[config.mk]
export PLATFORM = sky130hd
export DESIGN_NAME = rpfm_queue
export DESIGN_NICKNAME = d
export VERILOG_FILES = /design/src/hw/rtl/rpfm_pkg.sv /design/src/hw/rtl/rpfm_queue.sv
export SDC_FILE = /design/constraint.sdc
export NUM_CORES = 1
export LEC_CHECK = 0
export ABC_AREA = 1
export BUFFER_PORTS_ARGS = -buffer_cell sky130_fd_sc_hd__buf_2
export CAP_MARGIN = 20
export CORE_MARGIN = 1.5
export CORE_UTILIZATION = 64
export CTS_BUF_LIST = sky130_fd_sc_hd__clkbuf_4 sky130_fd_sc_hd__clkbuf_8
export DETAILED_ROUTE_END_ITERATION = 16
export GPL_ROUTABILITY_DRIVEN = 0
export PLACE_DENSITY = 0.87
export RECOVER_POWER = 100
export SLEW_MARGIN = 25
export SYNTH_ARGS = -nofsm -noshare
export SYNTH_HDL_FRONTEND = slang
export SYNTH_SLANG_ARGS = --single-unit
[constraint.sdc]
create_clock -name clock -period 5.1 [get_ports clock]
set_clock_uncertainty 0.2 [all_clocks]
set_input_delay 1.02 -clock clock [delete_from_list [all_inputs] [get_ports clock]]
set_output_delay 1.02 -clock clock [all_outputs]
set_load 0.02 [all_outputs]
[src/hw/rtl/rpfm_pkg.sv]
// ----------------------------------------------------------------------------
// rpfm_pkg
// Shared types, constants and codes of the RGB pixel filter with mirror mode.
// ----------------------------------------------------------------------------
package rpfm_pkg;

   // Row geometry and row store layout (two banks of MAX_WIDTH words).
   localparam int MAX_WIDTH     = 1024;
   localparam int COL_W         = $clog2(MAX_WIDTH);
   localparam int WID_W         = $clog2(MAX_WIDTH + 1);
   localparam int ROW_WIDTH_W   = 11;
   localparam int MODE_W        = 3;
   localparam int CMP_W         = (WID_W > ROW_WIDTH_W) ? WID_W : ROW_WIDTH_W;
   localparam int STORE_DEPTH   = 2 * MAX_WIDTH;
   localparam int STORE_ADDR_W  = $clog2(STORE_DEPTH);
   localparam int PIX_W         = 24;
   localparam int CSR_ADDR_W    = 3;
   localparam int CSR_DATA_W    = 32;

   // Queue between the front and the back part.
   localparam int QUEUE_DEPTH   = 4;
   localparam int QPTR_W        = $clog2(QUEUE_DEPTH);
   localparam int QCNT_W        = $clog2(QUEUE_DEPTH + 1);

   // Arithmetic constants: sums of weighted channels stay below 2^19.
   localparam int SUM_W         = 19;
   localparam int GREY_MUL      = 683;
   localparam int GREY_SHIFT    = 11;
   localparam int DIV1K_MUL     = 268436;
   localparam int DIV1K_SHIFT   = 28;
   localparam int SEPIA_SAT     = 256000;

   typedef logic [COL_W-1:0]        col_type;
   typedef logic [WID_W-1:0]        wid_type;
   typedef logic [CMP_W-1:0]        cmp_type;
   typedef logic [STORE_ADDR_W-1:0] addr_type;
   typedef logic [QPTR_W-1:0]       qptr_type;
   typedef logic [QCNT_W-1:0]       qcnt_type;
   typedef logic [SUM_W-1:0]        sum_type;
   typedef logic [7:0]              chan_type;
   typedef logic [9:0]              coef_type;
   typedef logic [2*SUM_W-1:0]      prod_type;
   typedef logic [20:0]             grey_prod_type;

   // Sepia weights, one row per output channel: red, green, blue inputs.
   localparam coef_type SEPIA_K [3][3] = '{
      '{10'd393, 10'd769, 10'd189},
      '{10'd349, 10'd686, 10'd168},
      '{10'd272, 10'd534, 10'd131}
   };

   typedef enum logic [MODE_W-1:0] {
      MODE_PASS   = 3'd0,
      MODE_INVERT = 3'd1,
      MODE_GREY   = 3'd2,
      MODE_SEPIA  = 3'd3,
      MODE_MIRROR = 3'd4
   } mode_type;

   typedef enum logic {
      KIND_PIXEL = 1'b0,
      KIND_DRAIN = 1'b1
   } kind_type;

   typedef enum logic {
      REG_MODE      = 1'b0,
      REG_ROW_WIDTH = 1'b1
   } reg_index_type;

   // Operation the back part applies to a queued pixel.
   typedef enum logic [1:0] {
      OP_COPY   = 2'd0,
      OP_INVERT = 2'd1,
      OP_GREY   = 2'd2,
      OP_SEPIA  = 2'd3
   } op_type;

   typedef struct packed {
      chan_type blue;
      chan_type green;
      chan_type red;
   } pix_type;

   typedef struct packed {
      op_type  op;
      pix_type pix;
      logic    last;
   } job_type;

   // Row store address of a column in a bank.
   function automatic addr_type store_addr(input logic bank, input col_type col);
      addr_type base;
      base = bank ? addr_type'(MAX_WIDTH) : '0;
      return base + addr_type'(col);
   endfunction

endpackage

[src/hw/rtl/rpfm_queue.sv]
// ----------------------------------------------------------------------------
// rpfm_queue
// Short job queue that lets the front and the back part stall on their own.
// ----------------------------------------------------------------------------
module rpfm_queue (
   input  logic              clock,
   input  logic              reset,
   input  logic              push_valid,
   output logic              push_ready,
   input  rpfm_pkg::job_type push_job,
   output logic              pop_valid,
   input  logic              pop,
   output rpfm_pkg::job_type pop_job
);

   rpfm_pkg::job_type  slot_ff [rpfm_pkg::QUEUE_DEPTH];
   rpfm_pkg::qptr_type wr_ptr_ff, wr_ptr_in;
   rpfm_pkg::qptr_type rd_ptr_ff, rd_ptr_in;
   rpfm_pkg::qcnt_type count_ff, count_in;
   logic               do_push;
   logic               do_pop;

   assign push_ready = count_ff < rpfm_pkg::qcnt_type'(rpfm_pkg::QUEUE_DEPTH);
   assign pop_valid  = count_ff != '0;
   assign do_push    = push_valid && push_ready;
   assign do_pop     = pop && pop_valid;
   assign pop_job    = slot_ff[rd_ptr_ff];

   // Pointer and fill count updates, wrapping at the queue depth.
   always_comb begin
      wr_ptr_in = wr_ptr_ff;
      rd_ptr_in = rd_ptr_ff;
      count_in  = count_ff;
      if (do_push) begin
         wr_ptr_in = (wr_ptr_ff == rpfm_pkg::qptr_type'(rpfm_pkg::QUEUE_DEPTH - 1)) ?
                     '0 : wr_ptr_ff + rpfm_pkg::qptr_type'(1);
      end
      if (do_pop) begin
         rd_ptr_in = (rd_ptr_ff == rpfm_pkg::qptr_type'(rpfm_pkg::QUEUE_DEPTH - 1)) ?
                     '0 : rd_ptr_ff + rpfm_pkg::qptr_type'(1);
      end
      if (do_push && !do_pop) begin
         count_in = count_ff + rpfm_pkg::qcnt_type'(1);
      end else if (do_pop && !do_push) begin
         count_in = count_ff - rpfm_pkg::qcnt_type'(1);
      end
   end

   always_ff @(posedge clock) begin
      if (reset) begin
         wr_ptr_ff <= '0;
         rd_ptr_ff <= '0;
         count_ff  <= '0;
      end else begin
         wr_ptr_ff <= wr_ptr_in;
         rd_ptr_ff <= rd_ptr_in;
         count_ff  <= count_in;
      end
   end

   always_ff @(posedge clock) begin
      if (do_push) begin
         slot_ff[wr_ptr_ff] <= push_job;
      end
   end

endmodule

* Word level (Yosys, flattened, before mapping) *
Memories as Yosys holds them, arrays and structs flattened. A register that Yosys moved wholly into a read port is not among the register bits.
Index checks and enable logic that the tools add are counted.
W data, S select, Z words.

cells by class
  $add $sub $neg = 4
  $lt $le $gt $ge = 1
  eq/ne operators = 2
  mux-type cells = 8
  reductions and logical operators = 8

operators by type and width
  kind                   number
  $mux W2                4
  $mux W3                2
  $add A2 B1 Y2 const B  2
  $eq A2 B2 Y1 const B   2
  $logic_and A1 B1 Y1    4
  $add A3 B1 Y3 const B  1
  $lt A3 B3 Y1 const B   1
  $reduce_bool A3 Y1     1
  $sub A3 B1 Y3 const B  1
  $logic_not A1 Y1       2
  $mux W1                2
  $reduce_bool A2 Y1     1

storage, ports and cells
  register bits after elaboration = 7
  RAM bits = 108
  input port bits = 31
  word-level logic and storage cells = 27
  memories kept = 1

memories
  name     depth  width  rd ports  clocked after Yosys merged registers in  wr ports  line              source
  slot_ff  4      27     1         1                                        1         rpfm_queue.sv:16  rpfm_pkg::job_type slot_ff [rpfm_pkg::QUEUE_DEPTH];

* Depth between registers and ports, before layout *
  word-level depth = 6
  gate-level depth with buffers = 12

* Worst setup path after synthesis *
Ideal clock, no wire load.

  path kind = input port to flip-flop
  start point = input port push_valid
  end point = memory slot_ff[0][0] (netlist bit) (enable)
  arrival time = 2.271 ns
  data required time = 4.489 ns
  slack = 2.218 ns
  stages on the path = 2
  buffers on the path = 0
  cells stage by stage = nand2_2 -> nor2_1

between the ends
  cells in the longest elaborated chain, start to end = 3

ends and longest elaborated chain
  element                        line              source
  from (decl)                    rpfm_queue.sv:8   input logic push_valid,
  $logic_and A1 B1 Y1            rpfm_queue.sv:25  assign do_push = push_valid && push_ready;
  $mux W1                        rpfm_queue.sv:62  if (do_push) begin
  $mux W1 (not written as such)  rpfm_queue.sv:63  slot_ff[wr_ptr_ff] <= push_job;
  to (decl)                      rpfm_queue.sv:16

Every way passes these cells.

==> summary.md <==
| Metric | Value |
|---|---|
| Status | `finished with violations` |
| Violated checks | `max-capacitance violations, max-slew violations` |
| CTS Buf Count | `17` |
| Setup crit start kind | `flop` |
| Worst slew pin tran | `~2.6 ns` |
| Synth async-reset ratio | `0%` |
| Vias in the first global route | `between 2k and 3k` |
| Worst-path maximum fanout | `28` |
| Critical path data required time | `3.88 ns` |
| Critical path's top delay family | `flip-flops` |
| Layout cells sized above 1 | `approximately 15%` |
| EDFF count, synth | `around 110` |
| WS Path Type | `reg2out` |
| Crit path buffers/inverters | `2` |
| Seq cells post-synth | `between 100 and 150` |
| DRC Markers | `0` |
| Seq/Total Area, Yosys | `75.6%` |
| Max-cap violations | `4` |
| 1st-pass router iterations | `5` |
| WL per Instance | `about 18 microns` |
| Post-CTS Resized | `0` |
| P_leak | `~1.8 nW` |
| Die height | `87.1 microns` |
| # setup viols final | `0` |
| Diode count | `0` |
| Max-slew violations | `~110` |
| Compound-Gate Fraction of Synth Area | `10.6%` |
| Vias/cell | `between 5 and 6` |
| Antenna Nets Post-Route | `0` |
| CP max stage cell | `dfxtp_1` |
| Starting DRC count in detailed routing | `between 200 and 250` |
| Post-DP HPWL | `roughly 4800 microns` |
| Xor/xnor share of the synthesized area | `0%` |
| Layout area overhead | `14.4%` |
| Initial antenna violation count | `0` |
| Global-route wire length before repair | `between 10000 and 15000 microns` |
| Initial Utilization | `between 60 and 70%` |
| Worst vdd ir | `a little under 400 uV` |
| CP arrival | `around 2.4 ns` |
| Synth Cell Area | `4530 sq um` |
| Worst-Skew Late Latency | `about 0.41 ns` |
| Placed Cells | `about 460` |
| TNS Setup | `0 ns` |
| Critical Path End Type | `output port` |
| # IOs | `60` |
| Main combinational cell family by area after synthesis | `compound AO/OA/AOI/OAI gates` |
| CTS clk-pin slew, worst paths | `0.06 ns` |
| Syn Inst Count | `between 300 and 400` |
| H-Tree Depth | `4` |
| Distinct cells, synth | `21` |
| Most common cell after layout, fill and taps aside | `edfxtp_1` |
| Largest net degree at the start of global routing | `56` |
| Core Region | `slightly below 7000 sq um` |
| Final hold vios | `0` |
| Total grt overflow | `0` |
| Die ar. | `7590 sq um` |
| Final layout net count | `around 430` |
| Post-Synth Adder-Cell Area | `2.10%` |
| WL final | `between 8000 and 9000 microns` |
| Most used flip-flop cell after synthesis | `edfxtp_1` |
| Row count | `30` |
| Post-synth top area share | `71.6%` |
| Hold buffers post-CTS | `0` |
| Peak Freq | `between 200 and 300 MHz` |
| Die Wd | `between 80 and 90 microns` |
| Leading cell types in the layout, fill and taps excluded | `edfxtp_1 (108), nor2_1 (67), o21ai_0 (56)` |
| Hold WC Path Type | `reg2reg` |
| Max incr delay on CP | `a little under 1 ns` |
| RSZ-0062 raised after global routing | `no` |
| Pre-CTS WS | `1.98 ns` |
| # Post-CTS Setup Buffers | `0` |
| Worst-path cell chain | `clkinv_4 > o21ai_0 > o22ai_1 > buf_2` |
| Clock Path Buffers | `2` |
| Area leader, netlist | `edfxtp_1` |
| TritonCTS clock tree | `yes` |
| Synth top area cells | `edfxtp_1 (72%), nor2_1 (5.6%), dfxtp_1 (4.0%), o21ai_0 (3.8%), o22ai_1 (3.7%)` |
| Power Density | `approximately 570 nW/um^2` |
| Synth Area per Inst | `13.9 sq um` |
| Simple-gate share of the synthesized area | `slightly below 7%` |
| Worst-case headroom to the max-slew limit | `-76.6%` |
| Routed vias | `between 2k and 3k` |
| I/O Buffers | `slightly below 60` |
| Gr usage total | `around 25%` |
| CTS sink cnt | `around 120` |
| Post-layout total power | `just under 3 mW` |
| Post-route insts no fill | `between 400 and 500` |
| Syn nets | `roughly 360` |
| Tmin final | `3.59 ns` |
| Clk root buf | `clkbuf_8` |
| Fin worst setup slack | `between 1.5 and 2 ns` |
| Layout Utilization | `75.8%` |
| Multiplexer area fraction after synthesis | `0%` |
| Synth warnings | `0` |
| Fin crit share | `70.5%` |
[final timing paths]
path | start | to | slack, ns | cells past startpoint
setup / recovery | flop | pop_job[8] | 1.51 | 4
hold / removal | count_ff[0] | count_ff[0] | 0.31 | 1
setup reg to reg | count_ff[2] | slot_ff[3][7] | 1.92 | 3
hold reg to reg | count_ff[0] | count_ff[0] | 0.31 | 1
[through the flow]
step / hold slack, ns / instance area [sq um]
floorplan: 0.266 / 4530
global placement: 0.287 / 4830
global route: 0.368 / 5180
detailed placement: 0.311 / 4830
CTS: 0.327 / 5250
finish: 0.314 / 5180
[registers in the layout, indices dropped and copies added, names as in the netlist, named ones only]
name       count
wr_ptr_ff      2
rd_ptr_ff      2
slot_ff      108
count_ff       3
[logic make-up (layout without fill, tap and decap cells)]
logic type | count (synthesis) | after routing
and+or+nand+nor | 80 | 80
DFF | 117 | 117
adders and majority gates | 7 | 7
buffers and inverters | 32 | 107
AOI/OAI and AO/OA | 89 | 89
[synth_stat cells (2+ instances only)]
| cell | number |
|---|---|
| nor2_1 | 67 |
| ha_1 | 6 |
| o22ai_1 | 27 |
| o21ai_1 | 24 |
| buf_2 | 4 |
| clkbuf_4 | 2 |
| nand2_1 | 9 |
| o21ai_0 | 34 |
| edfxtp_1 | 108 |
| inv_1 | 13 |
| buf_6 | 10 |
| a21oi_1 | 4 |
| dfxtp_1 | 9 |
[routing by layer]
metal / up-vias / global-route usage (%) / share of wire [%]
li1: 1314 / - / -
met1: 1376 / 30.4 / 38
met2: 139 / 41.9 / 53
met3: 23 / 7.11 / 7.3
met4: 0 / 12.8 / 2.0
met5: - / 0 / 0
[power breakdown]
group | switching [mW] | leakage, nW | internal [mW]
Sequential | 0.0999 | 1.06 | 1.18
Clock | 0.357 | 0.213 | 0.534
Combinational | 0.533 | 0.537 | 0.226
Total | 0.990 | 1.81 | 1.94
[layout make-up]
class                           count  area, sq um
Clock buffer                       18          241
Timing Repair Buffer               59          253
Fill cell                         443         1650
Clock inverter                     14          185
Tap cell                           96          120
Inverter                           16         72.6
Multi-Input combinational cell    176          882
Sequential cell                   117         3430
(Power assumes the default switching activity.)
