==> config.mk <==
export PLATFORM = sky130hd
export DESIGN_NAME = rpfm_back
export DESIGN_NICKNAME = d
export VERILOG_FILES = /design/src/hw/rtl/rpfm_pkg.sv /design/src/hw/rtl/rpfm_back.sv
export SDC_FILE = /design/constraint.sdc
export NUM_CORES = 2
export LEC_CHECK = 0
export BUFFER_PORTS_ARGS = -buffer_cell sky130_fd_sc_hd__buf_2
export CORE_UTILIZATION = 45
export DETAILED_ROUTE_END_ITERATION = 8
export MAX_ROUTING_LAYER = met4
export PLACE_DENSITY = 0.66
export SLEW_MARGIN = 40
export SYNTH_ARGS = -nofsm -noshare
export SYNTH_HDL_FRONTEND = slang
export SYNTH_SLANG_ARGS = --single-unit
==> constraint.sdc <==
create_clock -name clock -period 10.55 [get_ports clock]
set_input_delay 2.11 -clock clock [delete_from_list [all_inputs] [get_ports clock]]
set_output_delay 2.11 -clock clock [all_outputs]
set_load 0.05 [all_outputs]
==> src/hw/rtl/rpfm_pkg.sv <==
// ----------------------------------------------------------------------------
// rpfm_pkg
// Shared types, constants and codes of the RGB pixel filter with mirror mode.
// ----------------------------------------------------------------------------
package rpfm_pkg;

   // Row geometry and row store layout (two banks of MAX_WIDTH words).
   localparam int MAX_WIDTH     = 1024;
   localparam int COL_W         = $clog2(MAX_WIDTH);
   localparam int WID_W         = $clog2(MAX_WIDTH + 1);
   localparam int ROW_WIDTH_W   = 11;
   localparam int MODE_W        = 3;
   localparam int CMP_W         = (WID_W > ROW_WIDTH_W) ? WID_W : ROW_WIDTH_W;
   localparam int STORE_DEPTH   = 2 * MAX_WIDTH;
   localparam int STORE_ADDR_W  = $clog2(STORE_DEPTH);
   localparam int PIX_W         = 24;
   localparam int CSR_ADDR_W    = 3;
   localparam int CSR_DATA_W    = 32;

   // Queue between the front and the back part.
   localparam int QUEUE_DEPTH   = 4;
   localparam int QPTR_W        = $clog2(QUEUE_DEPTH);
   localparam int QCNT_W        = $clog2(QUEUE_DEPTH + 1);

   // Arithmetic constants: sums of weighted channels stay below 2^19.
   localparam int SUM_W         = 19;
   localparam int GREY_MUL      = 683;
   localparam int GREY_SHIFT    = 11;
   localparam int DIV1K_MUL     = 268436;
   localparam int DIV1K_SHIFT   = 28;
   localparam int SEPIA_SAT     = 256000;

   typedef logic [COL_W-1:0]        col_type;
   typedef logic [WID_W-1:0]        wid_type;
   typedef logic [CMP_W-1:0]        cmp_type;
   typedef logic [STORE_ADDR_W-1:0] addr_type;
   typedef logic [QPTR_W-1:0]       qptr_type;
   typedef logic [QCNT_W-1:0]       qcnt_type;
   typedef logic [SUM_W-1:0]        sum_type;
   typedef logic [7:0]              chan_type;
   typedef logic [9:0]              coef_type;
   typedef logic [2*SUM_W-1:0]      prod_type;
   typedef logic [20:0]             grey_prod_type;

   // Sepia weights, one row per output channel: red, green, blue inputs.
   localparam coef_type SEPIA_K [3][3] = '{
      '{10'd393, 10'd769, 10'd189},
      '{10'd349, 10'd686, 10'd168},
      '{10'd272, 10'd534, 10'd131}
   };

   typedef enum logic [MODE_W-1:0] {
      MODE_PASS   = 3'd0,
      MODE_INVERT = 3'd1,
      MODE_GREY   = 3'd2,
      MODE_SEPIA  = 3'd3,
      MODE_MIRROR = 3'd4
   } mode_type;

   typedef enum logic {
      KIND_PIXEL = 1'b0,
      KIND_DRAIN = 1'b1
   } kind_type;

   typedef enum logic {
      REG_MODE      = 1'b0,
      REG_ROW_WIDTH = 1'b1
   } reg_index_type;

   // Operation the back part applies to a queued pixel.
   typedef enum logic [1:0] {
      OP_COPY   = 2'd0,
      OP_INVERT = 2'd1,
      OP_GREY   = 2'd2,
      OP_SEPIA  = 2'd3
   } op_type;

   typedef struct packed {
      chan_type blue;
      chan_type green;
      chan_type red;
   } pix_type;

   typedef struct packed {
      op_type  op;
      pix_type pix;
      logic    last;
   } job_type;

   // Row store address of a column in a bank.
   function automatic addr_type store_addr(input logic bank, input col_type col);
      addr_type base;
      base = bank ? addr_type'(MAX_WIDTH) : '0;
      return base + addr_type'(col);
   endfunction

endpackage

==> src/hw/rtl/rpfm_back.sv <==
// ----------------------------------------------------------------------------
// rpfm_back
// Carries out the per-pixel operation in two stages and holds the result
// in the output register until the receiver takes it.
// ----------------------------------------------------------------------------
module rpfm_back (
   input  logic              clock,
   input  logic              reset,
   input  logic              job_valid,
   input  rpfm_pkg::job_type job,
   output logic              job_pop,
   output logic              rsp_tvalid,
   input  logic              rsp_tready,
   output logic [23:0]       rsp_tdata,  // red_out, green_out, blue_out
   output logic              rsp_tlast   // row_end
);

   // Weighted-sum stage.
   logic              p1_valid_ff, p1_valid_in;
   rpfm_pkg::op_type  p1_op_ff, p1_op_in;
   rpfm_pkg::sum_type p1_sum_ff [3];
   rpfm_pkg::sum_type p1_sum_in [3];
   logic              p1_last_ff, p1_last_in;

   // Output register.
   logic              out_valid_ff, out_valid_in;
   rpfm_pkg::pix_type out_pix_ff, out_pix_in;
   logic              out_last_ff, out_last_in;

   logic                    out_go;
   logic                    p1_go;
   rpfm_pkg::chan_type      chan_in [3];
   rpfm_pkg::chan_type      chan_res [3];
   rpfm_pkg::prod_type      sepia_prod [3];
   rpfm_pkg::grey_prod_type grey_prod;
   rpfm_pkg::chan_type      grey_val;

   // Every stage moves on when the one after it has room.
   assign out_go  = !out_valid_ff || rsp_tready;
   assign p1_go   = !p1_valid_ff || out_go;
   assign job_pop = job_valid && p1_go;

   assign chan_in[0] = job.pix.red;
   assign chan_in[1] = job.pix.green;
   assign chan_in[2] = job.pix.blue;

   // Stage one: channel sums, weighted sums or the finished channel.
   always_comb begin
      p1_valid_in = p1_go ? job_valid : p1_valid_ff;
      p1_op_in    = p1_op_ff;
      p1_last_in  = p1_last_ff;
      for (int i = 0; i < 3; i++) begin
         p1_sum_in[i] = p1_sum_ff[i];
      end
      if (job_pop) begin
         p1_op_in   = job.op;
         p1_last_in = job.last;
         for (int i = 0; i < 3; i++) begin
            unique case (job.op)
               rpfm_pkg::OP_INVERT:
                  p1_sum_in[i] = rpfm_pkg::sum_type'(~chan_in[i]);
               rpfm_pkg::OP_GREY:
                  p1_sum_in[i] = rpfm_pkg::sum_type'(chan_in[0]) +
                                 rpfm_pkg::sum_type'(chan_in[1]) +
                                 rpfm_pkg::sum_type'(chan_in[2]);
               rpfm_pkg::OP_SEPIA:
                  p1_sum_in[i] =
                     rpfm_pkg::sum_type'(rpfm_pkg::SEPIA_K[i][0]) *
                     rpfm_pkg::sum_type'(chan_in[0]) +
                     rpfm_pkg::sum_type'(rpfm_pkg::SEPIA_K[i][1]) *
                     rpfm_pkg::sum_type'(chan_in[1]) +
                     rpfm_pkg::sum_type'(rpfm_pkg::SEPIA_K[i][2]) *
                     rpfm_pkg::sum_type'(chan_in[2]);
               default:
                  p1_sum_in[i] = rpfm_pkg::sum_type'(chan_in[i]);
            endcase
         end
      end
   end

   // Stage two: divide by three or by 1000 through a reciprocal multiply.
   assign grey_prod = rpfm_pkg::grey_prod_type'(p1_sum_ff[0][9:0]) *
                      rpfm_pkg::grey_prod_type'(rpfm_pkg::GREY_MUL);
   assign grey_val  = rpfm_pkg::chan_type'(grey_prod >> rpfm_pkg::GREY_SHIFT);

   always_comb begin
      for (int i = 0; i < 3; i++) begin
         sepia_prod[i] = rpfm_pkg::prod_type'(p1_sum_ff[i]) *
                         rpfm_pkg::prod_type'(rpfm_pkg::DIV1K_MUL);
         unique case (p1_op_ff)
            rpfm_pkg::OP_GREY:
               chan_res[i] = grey_val;
            rpfm_pkg::OP_SEPIA:
               if (p1_sum_ff[i] >= rpfm_pkg::sum_type'(rpfm_pkg::SEPIA_SAT)) begin
                  chan_res[i] = 8'hFF;
               end else begin
                  chan_res[i] = rpfm_pkg::chan_type'(sepia_prod[i] >> rpfm_pkg::DIV1K_SHIFT);
               end
            default:
               chan_res[i] = p1_sum_ff[i][7:0];
         endcase
      end
   end

   always_comb begin
      out_valid_in = out_go ? p1_valid_ff : out_valid_ff;
      out_pix_in   = out_pix_ff;
      out_last_in  = out_last_ff;
      if (out_go && p1_valid_ff) begin
         out_pix_in.red   = chan_res[0];
         out_pix_in.green = chan_res[1];
         out_pix_in.blue  = chan_res[2];
         out_last_in      = p1_last_ff;
      end
   end

   always_ff @(posedge clock) begin
      if (reset) begin
         p1_valid_ff  <= 1'b0;
         out_valid_ff <= 1'b0;
      end else begin
         p1_valid_ff  <= p1_valid_in;
         out_valid_ff <= out_valid_in;
      end
   end

   always_ff @(posedge clock) begin
      p1_op_ff    <= p1_op_in;
      p1_last_ff  <= p1_last_in;
      out_pix_ff  <= out_pix_in;
      out_last_ff <= out_last_in;
      for (int i = 0; i < 3; i++) begin
         p1_sum_ff[i] <= p1_sum_in[i];
      end
   end

   assign rsp_tvalid = out_valid_ff;
   assign rsp_tdata  = out_pix_ff;
   assign rsp_tlast  = out_last_ff;

endmodule

## After elaboration in Yosys (flattened, before gate mapping)

Memories as Yosys holds them, arrays and structs flattened.
Cells that the tools add are included.

| storage, ports and cells | value |
|---|---|
| flip-flop bits (word level) | 30 |
| RAM bits | 57 |
| input port bits | 31 |
| output and inout port bits | 27 |
| logic and storage cells | 57 |
| memories | 1 |

Memory list:

| name | depth | bits a word | read ports | clocked after Yosys merged registers in | write ports | line | text |
|---|---|---|---|---|---|---|---|
| p1_sum_ff | 3 | 19 | 3 | 0 | 3 | rpfm_back.sv:21 | `rpfm_pkg::sum_type p1_sum_ff [3];` |

| operators by class | value |
|---|---|
| add/subtract/negate cells | 8 |
| multiply operators | 13 |
| $lt $le $gt $ge | 3 |
| equal/unequal tests | 5 |
| mux-type cells | 10 |
| bitwise logic cells | 3 |
| reduce and logical (&&, ||, !) cells | 6 |

Operator list:

| cell | count |
|---|---|
| $pmux W19 S3 | 3 |
| $mul A19 B17 Y34 const B | 3 |
| $mul A9 B8 Y17 const A | 4 |
| $add A17 B18 Y19 | 3 |
| $add A19 B16 Y19 | 3 |
| $ge A19 B18 Y1 const B | 3 |
| $mux W57 | 1 |
| $not A8 Y19 | 3 |
| $pmux W8 S2 | 3 |
| $mul A8 B8 Y16 const A | 2 |
| $mul A5 B8 Y13 const A | 2 |
| $mux W8 | 3 |
| $mul A10 B10 Y19 const B | 1 |
| $mul A10 B8 Y18 const A | 1 |
| $add A9 B8 Y10 | 1 |
| $add A8 B8 Y9 | 1 |
| $eq A2 B2 Y1 const B | 4 |
| $eq A2 B1 Y1 const B | 1 |
| $logic_and A1 B1 Y1 | 2 |
| $logic_not A1 Y1 | 2 |
| $logic_or A1 B1 Y1 | 2 |

## Logic depth before layout (Yosys ltp)

| logic depth | value |
|---|---|
| word-level depth | 5 |
| mapped depth | 28 |
| mapped depth without buffers | 28 |

## Least setup slack after synthesis

No wires, ideal clock.

| path | value |
|---|---|
| path type | in2out |
| from | in rsp_tready |
| to | out job_pop |
| arrival time | 7.611 ns |
| data required time | 8.440 ns |
| slack | 0.829 ns |
| stages on the path | 2 |
| buffers on the path | 0 |
| cell sequence | nor2b_1 a21boi_0 |

| between the ends | value |
|---|---|
| longest elaborated chain between the ends | 3 |

RTL lines:

| element | line | text |
|---|---|---|
| start, declared | rpfm_back.sv:13 | `input logic rsp_tready,` |
| $logic_or A1 B1 Y1 | rpfm_back.sv:39 | `assign out_go = !out_valid_ff \|\| rsp_tready;` |
| $logic_or A1 B1 Y1 | rpfm_back.sv:40 | `assign p1_go = !p1_valid_ff \|\| out_go;` |
| $logic_and A1 B1 Y1 | rpfm_back.sv:41 | `assign job_pop = job_valid && p1_go;` |
| end, declared | rpfm_back.sv:11 | `output logic job_pop,` |

No other way between the ends.

==> results.md <==
Synth:
- Of the post-synthesis cell area, the dominant cell type holds 0.381.
- In the synthesized netlist, the number of instances is 2770.
- The area of the mapped netlist is 27600 um2.
- The average instance area after synthesis is 9.98 um2.
- The sequential cell area fraction in the yosys report is 0.0938.
- The total number of yosys warnings is 0.
- Counting every net in the synthesized netlist gives 3992.
- The commonest cells after synthesis are sky130_fd_sc_hd__ha_1 (843), sky130_fd_sc_hd__inv_1 (741), sky130_fd_sc_hd__fa_1 (348).
- The leading register cell type out of synthesis is sky130_fd_sc_hd__edfxtp_1.
- Yosys mapped a number of flops with a built-in enable equal to 85.
- By instance count, the leading cell after synthesis is sky130_fd_sc_hd__ha_1.
- After synthesis the netlist holds a flip-flop and latch count of 87.
- The fraction of synthesis flops using an asynchronous set or reset pin is 0.
- Counting distinct cell types in the post-synthesis netlist gives 66.
- In the post-synthesis netlist, the biggest area contributors are sky130_fd_sc_hd__ha_1 (38%), sky130_fd_sc_hd__fa_1 (25%), sky130_fd_sc_hd__inv_1 (10%), sky130_fd_sc_hd__edfxtp_1 (9.2%), sky130_fd_sc_hd__xnor2_1 (2.5%).
- Summed over all instances, the cell type with the most area after synthesis is sky130_fd_sc_hd__ha_1.

Setup path:
- The arrival time at the worst endpoint is 9.11 ns.
- The capture instance of the worst register-to-register path is rsp_tdata[4].
- The cell that appears most often on the critical path is sky130_fd_sc_hd__fa_1.
- The timing startpoint of the critical path is job[15].
- The last element of the critical path is p1_sum_ff[0][37].
- The worst setup path is launched from an input port.
- The number of cells traversed by the worst register-to-register path is 20.
- The startpoint of the worst register-to-register path is p1_sum_ff[0][6].
- The required arrival time at the worst endpoint is 10.66 ns.
- On the critical path, the stage with the largest delay is an instance of sky130_fd_sc_hd__fa_1.
- The critical path start-end classification is input port to flop.
- Of all nets on the critical path, the largest fanout is 13.
- The worst stage delay on the critical path is 0.55 ns.
- The endpoint kind of the worst setup timing path is a flop.
- The critical path runs through a total of 25 cells.
- In this design, the largest share of critical-path delay is due to adder cells.
- The slack of the worst reg-to-reg path is 4.00 ns.
- The worst path buffer plus inverter count is 5.

Timing:
- On the final layout, the worst clock skew is 0.0170 ns.
- The count of endpoints failing setup in the final report is 0.
- The number of hold violations in the final report is 0.
- After layout, the minimum clock period comes to 9.00 ns.
- Of the available clock period, the critical path in the final layout requires 0.854.
- The maximum clock rate is 0.111 GHz.
- The setup slack after layout is 1.55 ns.
- Setup repair after global routing left no endpoint under its margin.
- The total negative setup slack is 0 ns.
- The number of max-slew violations in the final report is 0.
- The worst slew margin relative to its limit is 0.449.
- The actual slew at the worst max-slew pin is 0.826 ns.

Clock network:
- The TritonCTS clock tree is yes.
- The quantity of gates resized following cts is 0.
- Buffers inserted during clock tree synthesis total 9.
- In this run the number of H-tree levels came out at 3.
- The number of buffers between clock root and the deepest sink is 2.
- The clock drives 87 sinks.
- The clock slew at the register clock pins of the worst setup and hold paths is 0.07 ns.
- The quantity of hold-fixing buffers added after cts is 0.
- After clock tree synthesis, the setup repair step added 0 buffers.
- At the later pin of the worst-skew pair, clock insertion delay measures 0.39 ns.
- The tree is rooted in a sky130_fd_sc_hd__clkbuf_16.

Final layout:
- The final layout contains 4044 nets.
- The synthesis-to-layout area growth is 5.54%.
- Of the cells placed in the final design, the portion with a size suffix greater than 1 is 0.0361.
- The number of standard cells in the layout, taps in and fillers out is 3610.

Drt:
- The routed wire length per instance is 17.5 um.
- Using the TritonRoute via totals, the vias-per-cell ratio works out to 5.16.
- The number of vias in the routed layout is 18600.
- The count of nets left with antenna violations after detail routing is 0.
- The DRC violation count after routing is 0.
- The total iterations of the first detailed-routing run is 5.
- The DRC violation total after the first TritonRoute iteration is 836.
- The final layout contains routed wiring with a total length of 63300 um.

Place:
- Port buffering added 57 buffers.
- The post-DP HPWL is 53300 um.
- The routability congestion estimate is 0.912.
- Including well taps, the total number of placed cells is 3593.
- The setup slack after placement is 1.11 ns.

Worst hold path:
- The critical hold path startpoint is p1_last_ff.
- The class of the tightest hold or removal check is flop to flop.

Floorplan:
- The horizontal extent of the die is 250 um.
- The number of standard-cell rows in the floorplan is 90.
- The placeable core area is 60600 um2.
- The effective utilization at floorplan is 0.456.
- The height of the chip is 250 um.
- The number of placed I/O pins is 58.
- The overall die area is 62400 um2.

Global route:
- For this run the aggregate overflow at the end of global routing stands at 0.
- The via count of the first global-routing pass is 19400.
- The global-route wire length before repair is 104000 um.
- In the global route stage, overall resource usage came out at 0.221.
- The number of antenna violations at the first check in global routing is 2.
- The largest net degree at the start of global routing is 51.

Flow run:
- Max-cap violations in this run came to 0.

Outcome:
- The run finished with clean final reports.
==> area by class of cell <==
| class | count | area [um2] |
|---|---|---|
| tap | 782 | 978 |
| clock buffer | 9 | 225 |
| sequential | 87 | 2590 |
| fill | 5733 | 31400 |
| multi-input combinational | 1916 | 22200 |
| antenna | 1 | 2.50 |
| inverter | 742 | 2790 |
| timing repair buffer | 66 | 353 |
| clock inverter | 7 | 38.8 |
==> metrics by stage <==
stage	utilization	hold slack [ns]	instance area (um2)
after detailed placement	0.477	0.421	28900
after CTS	0.482	0.437	29200
final	0.482	0.432	29200
after global routing	0.482	0.437	29200
after floorplan	-	0.400	27600
after global placement	0.477	0.401	28900
==> routing by layer <==
layer / share of wire / track usage
met5: 0 / -
met3: 0.045 / 0.0283
met4: 0.022 / 0.0536
met2: 0.45 / 0.343
met1: 0.49 / 0.306
==> worst min-delay path by stage <==
stage	end	slack [ns]	cells past startpoint
2_1_floorplan	rsp_tlast	0.40	0
3_3_place_gp	rsp_tlast	0.40	0
3_5_place_dp	rsp_tlast	0.42	0
4_1_cts	rsp_tlast	0.44	0
5_1_grt	rsp_tlast	0.44	0
6_report	rsp_tlast	0.43	0
==> cell usage in the layout, fill, tap and decap left out, drive strengths merged, types with 9 or more instances in the layout <==
cell,synthesis,layout
edfxtp,85,85
a21oi,120,120
xor2,50,50
nand2b,9,9
a21o,37,37
clkbuf,24,9
inv,742,742
a211oi,9,9
mux2i,9,9
ha,843,843
nand4,12,12
o211ai,25,25
nor2b,11,11
nand3,19,19
and3,10,10
o21bai,21,21
nand2,61,61
o21ai,67,67
fa,348,348
xnor2,79,79
buf,1,66
a31oi,10,10
nor3,23,23
nor2,60,60
==> registers in the layout (all words and copies together), names as in the netlist <==
name / count
p1_last_ff: 1
p1_op_ff: 2
p1_sum_ff: 57
p1_valid_ff: 1
rsp_tdata: 24
rsp_tlast: 1
rsp_tvalid: 1
==> cell families after synthesis <==
family | count (synthesis) | share of synthesized area
compound gates | 353 | 0.0832
xor+xnor | 129 | 0.0409
mux | 9 | 0.00326
flops | 87 | 0.0938
fa+ha+maj | 1191 | 0.633
buf+inv | 767 | 0.104
simple gates | 234 | 0.0413
Power is left out: the tool's default activity adds up to more than one toggle a clock period on the data nets, which glitch-free logic cannot reach.
